## src/rtl/jsu_pkg.sv

```systemverilog
// Shared types, codes and helper functions for the JSON string unescaper.
package jsu_pkg;

    // Input transaction: one raw byte of the string body or an end marker
    typedef struct packed {
        logic [7:0] in_byte;
        logic       end_of_input;
    } item_t;

    // Result transaction: one decoded byte, an end mark or an error
    typedef struct packed {
        logic [7:0] out_byte;
        logic [1:0] result_kind;
        logic [2:0] error_code;
        logic       last;
    } result_t;

    localparam int unsigned MaxResults = 4;
    localparam int unsigned CountW     = $clog2(MaxResults + 1);

    // Results produced by one input byte, first result in slot 0
    typedef struct packed {
        logic [CountW-1:0]           count;
        result_t [MaxResults-1:0]    slot;
    } dec_out_t;

    // UTF-8 encoding of one code point
    typedef struct packed {
        logic [CountW-1:0]       count;
        logic [3:0][7:0]         bytes;
    } utf8_t;

    // Decoder modes, one-hot
    typedef enum logic [5:0] {
        MODE_NORMAL  = 6'b000001,
        MODE_ESCAPE  = 6'b000010,
        MODE_HEX_HI  = 6'b000100,
        MODE_WANT_BS = 6'b001000,
        MODE_WANT_U  = 6'b010000,
        MODE_HEX_LO  = 6'b100000
    } mode_t;

    // Result kinds
    localparam logic [1:0] KIND_DATA = 2'd0;
    localparam logic [1:0] KIND_END  = 2'd1;
    localparam logic [1:0] KIND_ERR  = 2'd2;

    // Error codes
    localparam logic [2:0] ERR_NONE       = 3'd0;
    localparam logic [2:0] ERR_ESCAPE     = 3'd1;
    localparam logic [2:0] ERR_HEX        = 3'd2;
    localparam logic [2:0] ERR_INCOMPLETE = 3'd3;
    localparam logic [2:0] ERR_BAD_LOW    = 3'd4;
    localparam logic [2:0] ERR_LONE_LOW   = 3'd5;
    localparam logic [2:0] ERR_UNTERM     = 3'd6;

    // Characters of interest
    localparam logic [7:0] CH_QUOTE  = 8'h22;
    localparam logic [7:0] CH_BSLASH = 8'h5C;
    localparam logic [7:0] CH_SLASH  = 8'h2F;
    localparam logic [7:0] CH_B      = 8'h62;
    localparam logic [7:0] CH_F      = 8'h66;
    localparam logic [7:0] CH_N      = 8'h6E;
    localparam logic [7:0] CH_R      = 8'h72;
    localparam logic [7:0] CH_T      = 8'h74;
    localparam logic [7:0] CH_U      = 8'h75;

    localparam logic [7:0] CTL_BS  = 8'h08;
    localparam logic [7:0] CTL_FF  = 8'h0C;
    localparam logic [7:0] CTL_LF  = 8'h0A;
    localparam logic [7:0] CTL_CR  = 8'h0D;
    localparam logic [7:0] CTL_TAB = 8'h09;

    // Surrogate ranges by their top six bits, and the supplementary plane base
    localparam logic [5:0]  SURR_HIGH_TAG = 6'b110110;
    localparam logic [5:0]  SURR_LOW_TAG  = 6'b110111;
    localparam logic [20:0] SUPP_BASE     = 21'h10000;

    // Hex digit value in the low four bits; bit four flags a non-hex byte
    function automatic logic [4:0] hex_digit(input logic [7:0] c);
        logic [4:0] d;
        if (c inside {[8'h30:8'h39]}) begin
            d = {1'b0, c[3:0]};
        end else if (c inside {[8'h41:8'h46], [8'h61:8'h66]}) begin
            d = {1'b0, c[3:0] + 4'd9};
        end else begin
            d = 5'h10;
        end
        return d;
    endfunction

    // Encode a code point as one to four UTF-8 bytes
    function automatic utf8_t utf8_encode(input logic [20:0] cp);
        utf8_t u;
        u.bytes = '0;
        if (cp[20:7] == '0) begin
            u.count    = CountW'(1);
            u.bytes[0] = cp[7:0];
        end else if (cp[20:11] == '0) begin
            u.count    = CountW'(2);
            u.bytes[0] = {3'b110, cp[10:6]};
            u.bytes[1] = {2'b10, cp[5:0]};
        end else if (cp[20:16] == '0) begin
            u.count    = CountW'(3);
            u.bytes[0] = {4'b1110, cp[15:12]};
            u.bytes[1] = {2'b10, cp[11:6]};
            u.bytes[2] = {2'b10, cp[5:0]};
        end else begin
            u.count    = CountW'(4);
            u.bytes[0] = {5'b11110, cp[20:18]};
            u.bytes[1] = {2'b10, cp[17:12]};
            u.bytes[2] = {2'b10, cp[11:6]};
            u.bytes[3] = {2'b10, cp[5:0]};
        end
        return u;
    endfunction

endpackage

```

## src/rtl/json_string_unescaper.sv

```systemverilog
// Top level of the JSON string unescaper: input register, decoder and result buffer.
//
// Takes the bytes of a JSON string body one per transaction and returns the decoded
// UTF-8 bytes, end marks and error codes, one result per transaction. A byte is
// registered, decoded in one pass and its results (zero to four) are loaded together
// into the result buffer, which drains one per cycle unless the output stalls. Input bytes
// are accepted every cycle as long as each makes at most one result and the output does
// not stall; a byte that makes more results holds the input until the buffer can load.
// Backslashes and partial escapes make no result and never wait on the output.
// The first result of a byte appears after the input register and the result buffer.
module json_string_unescaper import jsu_pkg::*; (
    input  logic    clk,
    input  logic    rst_n,
    input  logic    item_valid,
    output logic    item_stall,
    input  item_t   item,
    output logic    result_valid,
    input  logic    result_stall,
    output result_t result
);

    logic     in_valid_reg, in_valid_next;
    item_t    in_reg;
    logic     accept;
    logic     consume;
    logic     load;
    logic     can_load;
    dec_out_t dec;

    // Consume the held byte when its results fit into the buffer
    assign consume    = in_valid_reg && ((dec.count == '0) || can_load);
    assign load       = consume && (dec.count != '0);
    assign item_stall = in_valid_reg && !consume;
    assign accept     = item_valid && !item_stall;

    always_comb
    begin
        in_valid_next = in_valid_reg;
        if (accept) begin
            in_valid_next = 1'b1;
        end else if (consume) begin
            in_valid_next = 1'b0;
        end
    end

    always_ff @(posedge clk or negedge rst_n)
    begin
        if (!rst_n) begin
            in_valid_reg <= 1'b0;
        end else begin
            in_valid_reg <= in_valid_next;
        end
    end

    // Capture the incoming transaction
    always_ff @(posedge clk)
    begin
        if (accept) begin
            in_reg <= item;
        end
    end

    jsu_dec u_dec (
        .clk     (clk),
        .rst_n   (rst_n),
        .item    (in_reg),
        .advance (consume),
        .dec     (dec)
    );

    jsu_obuf u_obuf (
        .clk          (clk),
        .rst_n        (rst_n),
        .dec          (dec),
        .load         (load),
        .can_load     (can_load),
        .result_valid (result_valid),
        .result_stall (result_stall),
        .result       (result)
    );

    // An empty input register never stalls the source
    a_no_idle_stall: assert property (@(posedge clk) disable iff (!rst_n)
        !in_valid_reg |-> !item_stall)
        else $error("stall with empty input register");

    // A loaded group appears at the output in the next cycle
    a_load_shows: assert property (@(posedge clk) disable iff (!rst_n)
        load |=> result_valid)
        else $error("loaded results not visible");

    // A held byte that makes no result is always consumed at once
    a_silent_pass: assert property (@(posedge clk) disable iff (!rst_n)
        (in_valid_reg && dec.count == '0) |-> consume)
        else $error("silent byte was held");

endmodule

```

## src/rtl/jsu_dec.sv

```systemverilog
// Escape decoder: mode and hex state registers plus single-pass decode logic.
module jsu_dec import jsu_pkg::*; (
    input  logic     clk,
    input  logic     rst_n,
    input  item_t    item,
    input  logic     advance,
    output dec_out_t dec
);

    mode_t       mode_reg,  mode_next;
    logic [15:0] hex_reg,   hex_next;
    logic [1:0]  digits_reg, digits_next;
    logic [9:0]  high_reg,  high_next;

    logic [7:0]  c;
    logic [4:0]  d;
    logic [15:0] val;
    logic [20:0] pair_cp;
    logic [20:0] cp;
    logic        emit;
    utf8_t       u;
    logic [3:0][7:0] bytes;
    logic [CountW-1:0] n;
    logic [1:0]  kind;
    logic [2:0]  code;
    logic        clear;

    assign c       = item.in_byte;
    assign d       = hex_digit(c);
    assign val     = {hex_reg[11:0], d[3:0]};
    assign pair_cp = SUPP_BASE + {1'b0, high_reg, val[9:0]};
    assign u       = utf8_encode(cp);

    // Decode the held byte against the current mode
    always_comb
    begin
        mode_next   = mode_reg;
        hex_next    = hex_reg;
        digits_next = digits_reg;
        high_next   = high_reg;
        n           = '0;
        bytes       = '0;
        kind        = KIND_DATA;
        code        = ERR_NONE;
        cp          = '0;
        emit        = 1'b0;
        clear       = 1'b0;

        if (item.end_of_input) begin
            kind  = KIND_ERR;
            n     = CountW'(1);
            clear = 1'b1;
            if (mode_reg == MODE_WANT_BS || mode_reg == MODE_WANT_U ||
                mode_reg == MODE_HEX_LO) begin
                code = ERR_INCOMPLETE;
            end else begin
                code = ERR_UNTERM;
            end
        end else begin
            case (mode_reg)
                MODE_ESCAPE:
                begin
                    mode_next = MODE_NORMAL;
                    n         = CountW'(1);
                    case (c)
                        CH_QUOTE:  bytes[0] = CH_QUOTE;
                        CH_BSLASH: bytes[0] = CH_BSLASH;
                        CH_SLASH:  bytes[0] = CH_SLASH;
                        CH_B:      bytes[0] = CTL_BS;
                        CH_F:      bytes[0] = CTL_FF;
                        CH_N:      bytes[0] = CTL_LF;
                        CH_R:      bytes[0] = CTL_CR;
                        CH_T:      bytes[0] = CTL_TAB;
                        CH_U:
                        begin
                            n           = '0;
                            mode_next   = MODE_HEX_HI;
                            hex_next    = '0;
                            digits_next = '0;
                        end
                        default:
                        begin
                            kind  = KIND_ERR;
                            code  = ERR_ESCAPE;
                            clear = 1'b1;
                        end
                    endcase
                end
                MODE_HEX_HI, MODE_HEX_LO:
                begin
                    if (d[4]) begin
                        kind  = KIND_ERR;
                        code  = ERR_HEX;
                        n     = CountW'(1);
                        clear = 1'b1;
                    end else if (digits_reg != 2'd3) begin
                        hex_next    = val;
                        digits_next = digits_reg + 2'd1;
                    end else if (mode_reg == MODE_HEX_HI) begin
                        if (val[15:10] == SURR_HIGH_TAG) begin
                            high_next   = val[9:0];
                            mode_next   = MODE_WANT_BS;
                            hex_next    = '0;
                            digits_next = '0;
                        end else if (val[15:10] == SURR_LOW_TAG) begin
                            kind  = KIND_ERR;
                            code  = ERR_LONE_LOW;
                            n     = CountW'(1);
                            clear = 1'b1;
                        end else begin
                            cp    = {5'd0, val};
                            emit  = 1'b1;
                            clear = 1'b1;
                        end
                    end else begin
                        if (val[15:10] == SURR_LOW_TAG) begin
                            cp    = pair_cp;
                            emit  = 1'b1;
                            clear = 1'b1;
                        end else begin
                            kind  = KIND_ERR;
                            code  = ERR_BAD_LOW;
                            n     = CountW'(1);
                            clear = 1'b1;
                        end
                    end
                end
                MODE_WANT_BS:
                begin
                    if (c == CH_BSLASH) begin
                        mode_next = MODE_WANT_U;
                    end else begin
                        kind  = KIND_ERR;
                        code  = ERR_INCOMPLETE;
                        n     = CountW'(1);
                        clear = 1'b1;
                    end
                end
                MODE_WANT_U:
                begin
                    if (c == CH_U) begin
                        mode_next   = MODE_HEX_LO;
                        hex_next    = '0;
                        digits_next = '0;
                    end else begin
                        kind  = KIND_ERR;
                        code  = ERR_INCOMPLETE;
                        n     = CountW'(1);
                        clear = 1'b1;
                    end
                end
                default:
                begin
                    mode_next = MODE_NORMAL;
                    if (c == CH_QUOTE) begin
                        kind = KIND_END;
                        n    = CountW'(1);
                    end else if (c == CH_BSLASH) begin
                        mode_next = MODE_ESCAPE;
                    end else begin
                        bytes[0] = c;
                        n        = CountW'(1);
                    end
                end
            endcase
        end

        if (emit) begin
            bytes = u.bytes;
            n     = u.count;
        end

        if (clear) begin
            mode_next   = MODE_NORMAL;
            hex_next    = '0;
            digits_next = '0;
            high_next   = '0;
        end
    end

    // Pack the results; only data results carry a byte
    always_comb
    begin
        dec.count = n;
        for (int i = 0; i < MaxResults; i++) begin
            dec.slot[i].out_byte    = (kind == KIND_DATA) ? bytes[i] : 8'h00;
            dec.slot[i].result_kind = kind;
            dec.slot[i].error_code  = code;
            dec.slot[i].last        = (CountW'(i + 1) == n);
        end
    end

    // Advance state when the held byte is consumed
    always_ff @(posedge clk or negedge rst_n)
    begin
        if (!rst_n) begin
            mode_reg   <= MODE_NORMAL;
            hex_reg    <= '0;
            digits_reg <= '0;
            high_reg   <= '0;
        end else if (advance) begin
            mode_reg   <= mode_next;
            hex_reg    <= hex_next;
            digits_reg <= digits_next;
            high_reg   <= high_next;
        end
    end

endmodule

```

## src/rtl/jsu_obuf.sv

```systemverilog
// Result buffer: holds the results of one byte and drains them one per cycle unless stalled.
module jsu_obuf import jsu_pkg::*; (
    input  logic     clk,
    input  logic     rst_n,
    input  dec_out_t dec,
    input  logic     load,
    output logic     can_load,
    output logic     result_valid,
    input  logic     result_stall,
    output result_t  result
);

    logic [CountW-1:0]        cnt_reg, cnt_next;
    result_t [MaxResults-1:0] slot_reg, slot_next;
    logic                     pop;

    assign result_valid = (cnt_reg != '0);
    assign result       = slot_reg[0];
    assign pop          = result_valid && !result_stall;
    assign can_load     = (cnt_reg == '0) || (cnt_reg == CountW'(1) && pop);

    // Load a fresh group, or shift the next result to the head
    always_comb
    begin
        cnt_next  = cnt_reg;
        slot_next = slot_reg;
        if (load) begin
            cnt_next  = dec.count;
            slot_next = dec.slot;
        end else if (pop) begin
            cnt_next = cnt_reg - CountW'(1);
            for (int i = 0; i < MaxResults - 1; i++) begin
                slot_next[i] = slot_reg[i + 1];
            end
        end
    end

    always_ff @(posedge clk or negedge rst_n)
    begin
        if (!rst_n) begin
            cnt_reg <= '0;
        end else begin
            cnt_reg <= cnt_next;
        end
    end

    always_ff @(posedge clk)
    begin
        slot_reg <= slot_next;
    end

    // Count never exceeds the group size
    a_cnt_range: assert property (@(posedge clk) disable iff (!rst_n)
        cnt_reg <= CountW'(MaxResults))
        else $error("result count out of range");

    // A stalled head result holds the count
    a_stall_hold: assert property (@(posedge clk) disable iff (!rst_n)
        (result_valid && result_stall && !load) |=> (cnt_reg == $past(cnt_reg)))
        else $error("count moved under stall");

    // The head result is marked last exactly when it is the only one left
    a_last_mark: assert property (@(posedge clk) disable iff (!rst_n)
        result_valid |-> (result.last == (cnt_reg == CountW'(1))))
        else $error("last flag disagrees with remaining count");

endmodule
```

## config.mk

```make
export PLATFORM = sky130hd
export DESIGN_NAME = json_string_unescaper
export DESIGN_NICKNAME = d
export VERILOG_FILES = /design/src/rtl/jsu_pkg.sv /design/src/rtl/json_string_unescaper.sv /design/src/rtl/jsu_dec.sv /design/src/rtl/jsu_obuf.sv
export SDC_FILE = /design/constraint.sdc
export NUM_CORES = 1
export LEC_CHECK = 0
export ABC_AREA = 0
export BUFFER_PORTS_ARGS = -buffer_cell sky130_fd_sc_hd__buf_2
export CAP_MARGIN = 20
export CORE_MARGIN = 4
export CORE_UTILIZATION = 60
export DETAILED_ROUTE_END_ITERATION = 7
export GPL_ROUTABILITY_DRIVEN = 0
export PLACE_DENSITY_LB_ADDON = 0.12
export SETUP_SLACK_MARGIN = 0.15
export SLEW_MARGIN = 20
export SYNTH_ARGS = -nofsm -noshare
export SYNTH_HDL_FRONTEND = slang
export SYNTH_SLANG_ARGS = --single-unit
```

## constraint.sdc

```tcl
create_clock -name clk -period 8.61 [get_ports clk]
set_input_delay 1.722 -clock clk [delete_from_list [all_inputs] [get_ports clk]]
set_output_delay 1.722 -clock clk [all_outputs]
set_load 0.02 [all_outputs]
```

## After elaboration in Yosys (flattened, before gate mapping)

Cells that the tools add are included.

- Register bits after elaboration: 99
- Input bits: 13
- Output and inout port bits: 16
- Logic and storage cells: 233

- Eq/ne operators: 34
- $lt $le $gt $ge: 6
- Bitwise operators: 2
- Reductions and logical operators: 40
- Multiplexer cells: 122
- $add $sub $neg: 4

Operators with widths:

| cell | number |
|---|---|
| $mux 21 | 7 |
| $mux 12 | 7 |
| $mux 42 | 2 |
| $mux 8 | 9 |
| $mux 10 | 7 |
| $mux 3 | 20 |
| $eq 8x7->1 const B | 7 |
| $pmux 7 s8 | 1 |
| $mux 6 | 9 |
| $mux 16 | 3 |
| $mux 2 | 20 |
| $mux 1 | 25 |
| $mux 24 | 1 |
| $pmux 12 s2 | 1 |
| $pmux 6 s4 | 1 |
| $mux 22 | 1 |
| $add 17x20->21 const A | 1 |
| $eq 6x6->1 const B | 3 |
| $eq 8x6->1 const B | 2 |
| $ge 8x7->1 const B | 2 |
| $le 8x7->1 const B | 2 |
| $pmux 8 s2 | 1 |
| $logic_not 14->1 | 1 |
| $reduce_and 7->1 | 2 |
| 40 further kinds | 73 |

## Depth between registers and ports, before layout

- Depth after elaboration: 25
- Mapped depth: 12
- Depth with buffers taken out: 10

## Cells and area by module

A second synthesis with hierarchy kept.

- Cells, all modules: 571
- Area, all modules: 5,905.7 µm²

By module, submodules not included:

| module | area an instance (µm²) | cells an instance | sequential area each (µm²) | instances |
|---|---|---|---|---|
| jsu_dec | 3,002.9 | 408 | 752.0 | 1 |
| jsu_obuf | 2,551.2 | 145 | 1,756.7 | 1 |
| json_string_unescaper | 351.6 | 18 | 295.3 | 1 |

## Least setup slack after synthesis

No wires, ideal clock.

- Path kind: reg-to-output
- Start: reg in_reg[1] (netlist name)
- End: out item_stall
- Stages on the path, launching flop included: 11
- Data required time: 6.888 ns
- Buffers on the path: 1
- Setup slack: 4.396 ns
- Data arrival time: 2.492 ns
- Cells stage by stage: edfxtp_1 -> inv_1 -> ha_1 -> or3b_1 -> and4_1 -> buf_2 -> nor3_2 -> a211o_1 -> nor2_1 -> or3_1 -> inv_1

- Longest elaborated chain between the ends: 22
- Elaborated cells between the ends (all ways): 44
- Those cells by class: add/sub: 2; order compare: 6; eq/ne: 3; mux: 21; reduce/logical: 12

Ends and longest elaborated chain:

| what | RTL line | text |
|---|---|---|
| from (decl) | json_string_unescaper.sv:23 | `item_t in_reg;` |
| from (signal assigned) | json_string_unescaper.sv:59 | `in_reg <= item;` |
| $ge 8x7->1 or $le 8x7->1 (tied branches) | jsu_pkg.sv:84 | `end else if (c inside {[8'h41:8'h46], [8'h61:8'h66]}) begin` |
| $logic_and 1x1->1 | jsu_pkg.sv:84 |  |
| $reduce_bool 2->1 | jsu_pkg.sv:84 |  |
| $mux 5 | jsu_pkg.sv:84 |  |
| $mux 5 | jsu_pkg.sv:82 | `if (c inside {[8'h30:8'h39]}) begin` |
| $add 17x20->21 | jsu_dec.sv:31 | `assign pair_cp = SUPP_BASE + {1'b0, high_reg, val[9:0]};` |
| $mux 21 | jsu_dec.sv:116 | `if (val[15:10] == SURR_LOW_TAG) begin` |
| $mux 21 | jsu_dec.sv:99 | `end else if (mode_reg == MODE_HEX_HI) begin` |
| (+6 left out) | n/a |  |
| $mux 3 | jsu_pkg.sv:99 | `end else if (cp[20:11] == '0) begin` |
| $mux 3 | jsu_pkg.sv:96 | `if (cp[20:7] == '0) begin` |
| $mux 3 * | jsu_dec.sv:168 | `if (emit) begin` |
| $logic_not 3->1 * | json_string_unescaper.sv:31 | `assign consume = in_valid_reg && ((dec.count == '0) \|\| can_load);` |
| $logic_or 1x1->1 * | json_string_unescaper.sv:31 |  |
| $logic_and 1x1->1 * | json_string_unescaper.sv:31 |  |
| $logic_not 1->1 * | json_string_unescaper.sv:33 | `assign item_stall = in_valid_reg && !consume;` |
| $logic_and 1x1->1 * | json_string_unescaper.sv:33 |  |
| to (decl) | json_string_unescaper.sv:15 | `output logic item_stall,` |

Every way passes the cells marked *; elsewhere a longest branch is shown, timed or not.

## Final worst setup path

Ends and elaborated chain as after synthesis.

==> metrics <==
status finished clean; Max transition margin 0.3254; met3 wirelength from detailed routing 1209 µm; Fin Setup TNS 0 ns; vias in the first global route 4302; Layout Area Growth over Synthesis 4.917%; data arrival time of the critical path 3.57 ns; met2 wire length 6226 µm; count of synthesis-stage warnings from yosys 0; GRT Util Overall 0.2543; synthesized netlist net count 574; share of the cycle needed by the critical path after routing 0.6148; max-capacitance violation count 0; FP Rows 35; I/O pin total 29; mean instance size in the synthesized netlist 10.28 µm²; Crit Path Max Fanout 11; detailed router's first-iteration violation count 640; per-cell routed wire length 20.47 µm; unrepaired setup endpoints after global routing false; slew of the pin with the lowest slew margin 1.012 ns; Primary FF master, synth edfxtp_1; layout cell share with drive strength beyond 1 0.1245; total setup buffers inserted after CTS 0; # placed instances 667; maximum vdd drop 0.1241 mV; top routing layer in use met4; switching power 0.0006639 W; final HPWL from detailed placement 9997 µm; number of port buffers 28; flip-flop count of the largest register, all copies and words added 39; final standard cell count with taps included and fillers excluded 683; clock tree buffer depth 2; Starting Density 0.6141; detailed-route via count 4620; # nets final 571; cell internal power dissipation 0.001081 W; number of vias per cell 6.764; Register-to-Register Setup Slack 4.01 ns; CTS sink cnt 96; pre-CTS setup slack 3.815 ns; Combinational Power Share 0.347; total congestion overflow 0; die area 11080 µm²; start-to-end type of the worst setup path reg2out; Sequential Power Share 0.470; CTS tree yes; category of the worst setup path capture point output pin; Unique masters post-synth 81; DRC 0; final worst path period need 5.293 ns; leakage power 2.297 nW; total cell area at the placement stage 5742 µm²; portion of total power attributed to the clock network 0.183; reg-to-reg critical path endpoint u_obuf.slot_reg[23]; Total Power Consumption 0.001745 W; end of the worst hold path u_dec.digits_reg[1]; largest net degree at the start of global routing 47; FF-to-FF path depth 10; async set or reset register ratio after synthesis 0.3542; Final WS setup 3.317 ns; first-pass GRT wire length 22440 µm; count of cells along the worst hold path 1; antenna violations before repair 0; required time of the worst setup path 6.89 ns; clock buffer count from CTS 9; Horiz. Die Dim 105.2 µm; synthesis-stage register bit count 96; Finish-stage setup viols 0; fin. max-slew vios 0; crit path from in_reg[1]; clock latency on the worst-skew pair 0.38 ns; switching share of total power 0.3805; reg-to-reg startpoint in_reg[1]; Die Y 105.2 µm; class of the tightest hold or removal check reg2reg; wire length after detailed routing 13980 µm; routed length on met1 6085 µm; maximum operating frequency 188.9 MHz; clock input transition at the sequential cells of the worst setup and hold paths 0.11 ns; Worst Setup Start Kind flip-flop; worst clock skew 0.01892 ns; area inside the core boundary 9240 µm²; Mapped Area 5674 µm²; power density relative to cell area 293.0 nW/µm²; final-layout fill cell count 751; Resized cells post-CTS 0; H-Tree Depth 3; CTS root buf clkbuf_8; number of synthesized flops with an enable pin 62; number of failing hold endpoints at the final stage 0; Non-Filler Cell Area, Final 5953 µm²; Antenna Cells 0; register area share after synthesis 0.4783; Post-Synthesis Cells 552; Post-CTS Hold Fix Bufs 0; remaining antenna violation count after routing 0; HP Start u_dec.digits_reg[1]; TritonRoute pass-1 iters 6
## synthesized netlist by cell type (all sizes together) (10+ instances only)
| master | n | area (µm²) |
|---|---|---|
| a22o | 29 | 254.0 |
| nand2 | 49 | 186.4 |
| nor3 | 11 | 60.06 |
| o21a | 10 | 75.07 |
| o21ai | 34 | 181.4 |
| clkbuf | 15 | 57.55 |
| dfrtp | 33 | 825.8 |
| edfxtp | 62 | 1862 |
| nor2 | 38 | 150.1 |
| a21oi | 15 | 78.83 |
| a22oi | 11 | 82.58 |
| nand3 | 19 | 95.09 |
| inv | 19 | 71.31 |
| buf | 29 | 191.4 |
| and2 | 12 | 75.08 |
| nand4 | 11 | 75.07 |
## cell families after synthesis
kind of cell               Yosys count  synth area share
and+or+nand+nor                    206            0.1980
xor gates and xnor gates             6          0.009261
buffers and inverters               63           0.05645
muxes                                4          0.007497
AOI/OAI and AO/OA                  168            0.2307
adders and majority gates            9           0.01985
DFF                                 96            0.4783
## worst max-delay path by stage
stage | to | slack (ns) | depth (start not counted)
final | item_stall | 3.32 | 10
after global routing | item_stall | 3.10 | 10
after CTS | item_stall | 3.38 | 10
after detailed placement | item_stall | 3.81 | 10
after global placement | item_stall | 3.98 | 10
after floorplan | item_stall | 4.40 | 10
## worst max-delay path: stages (launching register included)
cell and delay, ns:
edfxtp_1 0.52, inv_1 0.15, ha_1 0.26, o21bai_1 0.10
a21oi_1 0.80, o2111ai_4 0.30, o221ai_4 0.35, nor2_1 0.12
or3_1 0.36, inv_1 0.06, buf_2 0.15
## power groups by stage
stage | Combinational [W] | Clock (W) | Sequential, W
after floorplan | 0.000518 | 0 | 0.000791
after detailed placement | 0.000604 | 0 | 0.000829
after global placement | 0.000589 | 0 | 0.000823
after global routing | 0.000669 | 0.000346 | 0.000837
after CTS | 0.000605 | 0.000322 | 0.000819
final | 0.000606 | 0.000318 | 0.000820
## placed cells by master (no fill, tap or decap), types with 5 or more instances in the layout
master	count
nand2b_1	7
o21ai_0	29
and2_1	11
clkbuf_8	9
nand4b_1	5
nand4_1	10
buf_2	28
and4_1	5
nor4_1	5
o2bb2ai_1	5
edfxtp_1	62
nor3_1	10
a21oi_1	14
a32o_1	5
nand3_1	19
o21a_1	10
ha_1	9
nand2_1	48
or3_1	7
a21o_1	8
nor2_1	37
inv_1	18
a31oi_1	7
nor2b_1	6
or4_1	6
a22o_1	29
dfrtp_1	33
xnor2_1	6
a22oi_1	11
and3_1	9
## final cells by class
type / instances / area [µm²] / area share
sequential: 96 / 2714 / 0.4559
multi-input combinational: 393 / 2640 / 0.4435
tap: 129 / 161.4 / 0.02711
timing repair buffer: 30 / 155.1 / 0.02606
inverter: 19 / 71.32 / 0.01198
clock inverter: 7 / 87.58 / 0.01471
clock buffer: 9 / 123.9 / 0.02081
## routing by layer
metal | global-route usage | vias up
met1 | 0.3617 | 2191
met3 | 0.05389 | 56
met2 | 0.3875 | 272
met5 | 0 | -
li1 | - | 2101
met4 | 0.08716 | 0
## through the flow
stage,hold WS (ns),util
final,0.5282,0.6443
after floorplan,0.4706,-
after global routing,0.5494,0.6443
after global placement,0.4917,0.6214
after CTS,0.5264,0.6443
after detailed placement,0.5049,0.6214
Note: power is estimated with default switching activity, not from simulation.
